--- config.mk ---
export PLATFORM = sky130hd
export DESIGN_NAME = pal_cell
export DESIGN_NICKNAME = d
export VERILOG_FILES = /design/src/pal_pkg.sv /design/src/pal_cell.sv
export SDC_FILE = /design/constraint.sdc
export NUM_CORES = 1
export LEC_CHECK = 0
export BUFFER_PORTS_ARGS = -buffer_cell sky130_fd_sc_hd__clkbuf_2
export CAP_MARGIN = 20
export CORE_UTILIZATION = 41
export CTS_CLUSTER_DIAMETER = 60
export CTS_CLUSTER_SIZE = 30
export DETAILED_ROUTE_END_ITERATION = 10
export PLACE_DENSITY = 0.86
export SYNTH_ARGS = -nofsm -noshare
export SYNTH_HDL_FRONTEND = slang
export SYNTH_SLANG_ARGS = --single-unit
--- constraint.sdc ---
create_clock -name clk -period 4.9 [get_ports clk]
set_input_delay 0.49 -clock clk [delete_from_list [all_inputs] [get_ports clk]]
set_output_delay 0.49 -clock clk [all_outputs]
set_load 0.1 [all_outputs]
--- src/pal_pkg.sv ---
`default_nettype none
package pal_pkg;

  localparam int DATA_W = 32;
  localparam int POS_W  = 7;
  localparam int CNT_W  = 7;

  typedef enum logic [1:0] {
    KIND_READ   = 2'd0,
    KIND_APPEND = 2'd1,
    KIND_INSERT = 2'd2,
    KIND_DELETE = 2'd3
  } pal_kind_t;

  typedef struct packed {
    logic      apply;
    pal_kind_t kind;
  } pal_op_t;

endpackage
`default_nettype wire

--- src/pal_cell.sv ---
`default_nettype none
module pal_cell #(
  parameter int LW  = 7,
  parameter int IDX = 0
) (
  input  wire logic                         clk,
  input  wire pal_pkg::pal_op_t             op,
  input  wire logic [LW-1:0]                idx,
  input  wire logic [LW-1:0]                len,
  input  wire logic [pal_pkg::DATA_W-1:0]   wr_value,
  input  wire logic [pal_pkg::DATA_W-1:0]   left,
  input  wire logic [pal_pkg::DATA_W-1:0]   right,
  output logic      [pal_pkg::DATA_W-1:0]   data
);

  localparam logic [LW-1:0] MY    = LW'(IDX);
  localparam logic [LW-1:0] MY_P1 = LW'(IDX + 1);

  logic [pal_pkg::DATA_W-1:0] data_r;
  logic [pal_pkg::DATA_W-1:0] data_nxt;

  always_comb begin
    data_nxt = data_r;
    if (op.apply) begin
      case (op.kind)
        pal_pkg::KIND_APPEND: begin
          if (len == MY) data_nxt = wr_value;
        end
        pal_pkg::KIND_INSERT: begin
          if (MY == idx) data_nxt = wr_value;
          else if (MY > idx && MY <= len) data_nxt = left;
        end
        pal_pkg::KIND_DELETE: begin
          if (MY >= idx && MY_P1 < len) data_nxt = right;
        end
        default: begin
        end
      endcase
    end
  end

  always_ff @(posedge clk) begin
    data_r <= data_nxt;
  end

  assign data = data_r;

endmodule
`default_nettype wire

* After elaboration in Yosys (flattened, before gate mapping)
Cells that the tools add are included.
** Word-level totals
- Bits in registers :: 32
- Input port bits :: 114
- Output and inout bits :: 32
** Operators by class
- Magnitude comparators :: 4
- Equality and inequality tests :: 6
- Multiplexer cells :: 5
- Reduce and logical (&&, ||, !) cells :: 6
** Operators by type and width (count)
- 2-to-1 mux 32 bit :: 4
- one-hot mux 32 bit (3 select lines) :: 1
- logical NOT 7 bit :: 2
- greater-or-equal comparator 1 x 7 -> 1 bit, first input constant :: 1
- greater-than comparator 1 x 7 -> 1 bit, first input constant :: 1
- <= comparator 1 x 7 -> 1 bit, first input constant :: 1
- < comparator 1 x 7 -> 1 bit, first input constant :: 1
- AND reduction 5 bit :: 1
- equality test 2 bit, second input constant :: 2
- != test 2 bit, second input constant :: 2
- != test 3 bit, second input constant :: 1
- nonzero test 3 bit :: 1
- equality test 2 x 1 -> 1 bit, second input constant :: 1
- logical AND 1 bit :: 2

* Logic depth before layout (Yosys ltp)
Gate-level depths: netlist of the first run.
- Word-level depth :: 5
- Mapped depth :: 4
- Depth with buffers taken out :: 3

* Worst setup path before layout of the first run
OpenSTA, ideal clock, no wires.
- Kind :: input port to flip-flop
- Start :: input idx[3]
- End :: register data_r, in the netlist data[0], enable pin
- Library setup time :: 394 ps
- Arrival time :: 2115 ps
- Slack :: 2391 ps
- Stages on the path :: 3
- Buffers on the path :: 0
- Path through :: or4_4 a2111oi_0 nand2b_1
** Between the ends
- Cells in the longest elaborated chain, start to end :: 4
** RTL lines
- start: declaration :: RTL line pal_cell.sv:8 : input wire logic [LW-1:0] idx,
- greater-than comparator 1 x 7 -> 1 bit or greater-or-equal comparator 1 x 7 -> 1 bit (tied branches) :: RTL line pal_cell.sv:31, pal_cell.sv:34
- logical AND 1 bit (on tied branches) :: RTL line pal_cell.sv:31, pal_cell.sv:34
- != test 3 bit (no line) or != test 2 bit (tied branches)
- AND reduction 5 bit (no line) *
- end signal: assignment :: RTL line pal_cell.sv:43 : data_r <= data_nxt;
- end: declaration :: RTL line pal_cell.sv:19 : logic [pal_pkg::DATA_W-1:0] data_r;
Mark *: on every way between the ends. The rest lies on a longest branch, timed or not.
A chain may end at the register's enable or synchronous reset.

* Worst setup path after layout of the first run
- Start :: input idx[3]
- End :: register data_r, in the netlist data[13] (data pin)
** Between the ends
- Cells in the longest elaborated chain, start to end :: 3
** RTL lines
- logical NOT 7 bit :: RTL line pal_cell.sv:30 : if (MY == idx) data_nxt = wr_value;
- 2-to-1 mux 32 bit :: RTL line pal_cell.sv:30
- one-hot mux 32 bit (3 select lines) :: RTL line pal_cell.sv:25 : case (op.kind)
Every way passes these cells.

==> metrics, run 1 <==
status complete, no violations; first-pass GRT wire length 6960 µm; clock period minus final worst setup slack 2.06 ns; Final period util 42.0%; final setup fails 0; Total GRT Usage 22.1%; row count 22; Worst-path clk slew 0.06 ns; DIE WIDTH 65.8 µm; mux cell area share after synthesis 0%; Leakage 0.00115 µW; Hold Path Cell Cnt 3; largest area contributor in the netlist edfxtp_1; Compound-Gate Fraction of Synth Area 22.8%; Synth area leaders edfxtp_1 (58%), o221a_1 (20%), or2_2 (12%); Port-buffer cells 145; DIE AREA 4330 µm²; Die Y 65.8 µm; CP Data Arrival Time 2.08 ns; Net Count, Synth 234; clock buffer depth 2; sum of buffers and inverters on the critical path 2; Cell Chain, Critical Path clkbuf_2 > or4_4 > o21ai_2 > buf_4 > o221ai_1; simple-gate share of the synthesized area 15.6%; Core ar. 3770 µm²; slew margin rel. 50.1%; Hold WC Path Type input port to flop; CTS buffer count 5; layout cell share with drive strength beyond 1 70.8%; placer congestion estimate 0.867; Starting Density 44.3%; Max Cap Violations 0; Slew Limit Fails 0; Critical Path Source Type input port; Hold Violations, Final 0; TritonCTS clock tree built; Synth async-reset ratio 0%; Post-Synth XOR/XNOR Area 0%; CP Capture Type flop; DRT Pass-1 Iters 4; Final #Nets 380; Worst path slowest cell or4_4; area grow syn2layout 51.9%; Power Density 256 nW/µm²; most frequent cells in the layout clkbuf_2 (145), edfxtp_1 (32), or2_2 (31); sequential area share after synthesis 57.6%; largest family of logic cells by synthesized area compound AO/OA/AOI/OAI gates; flops & latches, synth 32; WHS Endpoint data[13]$_DFFE_PP_; RSZ-0062 raised after global routing false; Ys Warns 0; Final ANT Viol Nets 0; WL/cell 14.6 µm; Ant. Diodes 0; maximum vdd ir drop 0.161 mV; CP delay by family, top compound AO/OA/AOI/OAI gates; clk sinks 32; via count 1592; required time of the critical path 4.92 ns; Hold Startpoint right[13]; final instance area 2530 µm²; setup_tns 0 ns; Post-CTS Hold Fix Bufs 0; Worst Max-Slew Pin Slew 0.747 ns; drt drc 0; critical path class input port to flop; Post-CTS Resized 0; Achievable Freq 0.486 GHz; Synth Cell Area 1670 µm²; root buf cell clkbuf_8; top-area cell type share of the netlist area 57.6%; Setup Buffers After CTS 0; DP Wirelength 3680 µm; vias in the first global route 1504; largest net degree at the start of global routing 33; synthesized instance count 120; Main synth FF type edfxtp_1; Area after DPL 2430 µm²; H-Tree Depth 2; commonest non-fill, non-tap cell in the layout clkbuf_2; # IOs 146; Initial DRC Count 72; Syn Area/Cell 13.9 µm²; EDFF count, synth 32; Largest register FFs 32; post-synth cell types 22; grt ovf 0; Vias/cell 5.05; maximum fanout along the worst path 20; initial antenna violation count 0; DRT Wirelength 4590 µm; critical path's largest stage delay 0.54 ns; adder-cell share of the synthesized area 0%
how the worst max path moves through the flow:
stage / from / to / slack, ns / cells after the start
3_3_place_gp: idx[3] / data[8]$_DFFE_PP_ / 2.45 / 4
2_1_floorplan: idx[3] / data[0]$_DFFE_PP_ / 2.39 / 3
5_1_grt: idx[3] / data[13]$_DFFE_PP_ / 2.70 / 5
3_5_place_dp: idx[3] / data[13]$_DFFE_PP_ / 2.51 / 5
6_report: idx[3] / data[13]$_DFFE_PP_ / 2.84 / 5
4_1_cts: idx[3] / data[13]$_DFFE_PP_ / 2.84 / 5
where the power goes:
part / switching [µW] / internal (µW)
clock: 94.5 / 148
sequential: 0.246 / 305
combinational: 41.2 / 60.9
total: 136 / 514
cells by family after synthesis:
logic type,after synthesis
AO/OA/AOI/OAI,35
buffers and inverters,11
flip-flops,32
AND/OR/NAND/NOR,42
through the flow:
stage / std cells / hold WS [ns] / setup slack [ns] / util [%] / power (µW)
6_report: 315 / 0.525 / 2.84 / 67.2 / 650
5_1_grt: 315 / 0.524 / 2.70 / 67.2 / 677
4_1_cts: 315 / 0.514 / 2.84 / 67.2 / 657
3_5_place_dp: 307 / 0.812 / 2.51 / 64.4 / 415
3_3_place_gp: 306 / 0.814 / 2.45 / 64.0 / 410
2_1_floorplan: 120 / 0.708 / 2.39 / - / 363
synthesized netlist by cell type, drive strengths merged, types with 2 or more instances:
master  instances
buf             6
clkbuf          3
edfxtp         32
inv             2
nand2           2
o221a          31
or2            31
layout make-up:
class	count	area (µm²)
clock inverter	3	37.5
tap	48	60.1
clock buffer	5	68.8
inverter	2	7.51
fill	287	1240
timing repair buffer	148	756
multi-input combinational	77	644
sequential	32	961
metal layers:
metal / GRT usage (%) / vias to the layer above / routed length, µm
met4: 8.42 / 0 / 43
li1: - / 788 / -
met2: 36.7 / 90 / 2310
met5: 0 / - / 0
met1: 26.1 / 710 / 1850
met3: 7.24 / 4 / 390
(Power assumes the default switching activity.)
==> run 2, diff against run 1 <==
--- a/config.mk
+++ b/config.mk
@@ -7,11 +7,11 @@
 export LEC_CHECK = 0
 export BUFFER_PORTS_ARGS = -buffer_cell sky130_fd_sc_hd__clkbuf_2
 export CAP_MARGIN = 20
-export CORE_UTILIZATION = 41
+export CORE_UTILIZATION = 38
 export CTS_CLUSTER_DIAMETER = 60
 export CTS_CLUSTER_SIZE = 30
 export DETAILED_ROUTE_END_ITERATION = 10
-export PLACE_DENSITY = 0.86
+export PLACE_DENSITY = 0.81
 export SYNTH_ARGS = -nofsm -noshare
 export SYNTH_HDL_FRONTEND = slang
 export SYNTH_SLANG_ARGS = --single-unit
==> constraint.sdc (replaced) <==
create_clock -name clk -period 1.95 [get_ports clk]
set_input_delay 0.195 -clock clk [delete_from_list [all_inputs] [get_ports clk]]
set_output_delay 0.195 -clock clk [all_outputs]
set_load 0.1 [all_outputs]
==> metrics, run 2 (same netlist as run 1, synthesis figures left out) <==
status complete, no violations; Worst Max-Slew Pin Slew 0.550 ns; Power Total 1650 µW; critical path class input port to flop; Largest register FFs 32; CTS buffer count 5; DRT Wirelength 4670 µm; clk sinks 32; maximum fanout along the worst path 32; Port-buffer cells 145; Power Density 636 nW/µm²; placer congestion estimate 0.799; Vias/cell 4.99; Final ANT Viol Nets 0; DIE AREA 4660 µm²; Achievable Freq 0.643 GHz; clock period minus final worst setup slack 1.55 ns; Post-CTS Resized 0; WL/cell 14.6 µm; Hold WC Path Type input port to flop; most frequent cells in the layout clkbuf_2 (145), edfxtp_1 (32), or2_2 (31); first-pass GRT wire length 6460 µm; final setup fails 0; area grow syn2layout 55.4%; Final period util 79.7%; setup_tns 0 ns; Final Util 63.0%; Leakage 0.00117 µW; DRT Pass-1 Iters 4; drt drc 0; DP Wirelength 3700 µm; Critical Path Source Type input port; grt ovf 0; required time of the critical path 1.97 ns; root buf cell clkbuf_8; largest net degree at the start of global routing 33; commonest non-fill, non-tap cell in the layout clkbuf_2; Slew Limit Fails 0; Hold WS 0.244 ns; Hold Path Cell Cnt 3; layout cell share with drive strength beyond 1 71.9%; CP Capture Type flop; Worst setup endpoint data[25]$_DFFE_PP_; TritonCTS clock tree built; Total GRT Usage 19.1%; CP Data Arrival Time 1.58 ns; dpl ws 0.0973 ns; Max Cap Violations 0; initial antenna violation count 0; Die Y 68.3 µm; Starting Density 40.6%; row count 23; H-Tree Depth 2; vias in the first global route 1463; Initial DRC Count 64; Worst-path clk slew 0.06 ns; slew margin rel. 63.5%; setup slack after layout 0.396 ns; DIE WIDTH 68.3 µm; Setup Buffers After CTS 0; Core ar. 4120 µm²; Final #Nets 383; fill count 356; clock buffer depth 2; Hold Violations, Final 0; Ant. Diodes 0; via count 1596; origin of the worst setup path idx[3]; Post-CTS Hold Fix Bufs 0; # IOs 146; RSZ-0062 raised after global routing false; maximum vdd ir drop 0.238 mV
run 2: area by class of cell:
cell class / count / area (µm²) / area share (%)
Clock buffer: 6 / 72.6 / 2.80
Multi-Input combinational cell: 77 / 647 / 24.9
Tap cell: 50 / 62.6 / 2.41
Timing Repair Buffer: 151 / 808 / 31.2
Inverter: 2 / 7.51 / 0.289
Sequential cell: 32 / 961 / 37.0
Clock inverter: 2 / 35.0 / 1.35
run 2: power by group:
part,internal (µW),leakage [µW],total (µW),switching [µW]
Sequential,767,0.000299,768,0.591
Combinational,157,0.000817,264,106
Clock,379,0.0000552,618,239
run 2: worst max-delay path, cell delays in order:
cell	delay (ns)
clkbuf_2	0.08
or4_4	0.54
o31a_1	0.32
buf_12	0.18
o221a_1	0.25
run 2: worst min-delay path by stage:
| stage | to | start |
|---|---|---|
| finish | data[13]$_DFFE_PP_ | right[13] |
| global route | data[9]$_DFFE_PP_ | wr_value[9] |
| CTS | data[13]$_DFFE_PP_ | right[13] |
| detailed placement | data[13]$_DFFE_PP_ | right[13] |
| global placement | data[13]$_DFFE_PP_ | right[13] |
| floorplan | data[13]$_DFFE_PP_ | right[13] |
run 2: metrics by stage:
stage / area, µm² / instances
4_1_cts: 2590 / 320
5_1_grt: 2590 / 320
6_report: 2590 / 320
3_5_place_dp: 2490 / 312
2_1_floorplan: 1670 / 120
3_3_place_gp: 2490 / 312
run 2: layer usage:
| layer | global-route usage, % | wire [µm] |
|---|---|---|
| met5 | 0 | 0 |
| met1 | 20.5 | 1790 |
| met2 | 36.0 | 2420 |
| met3 | 5.17 | 408 |
| met4 | 5.47 | 49 |
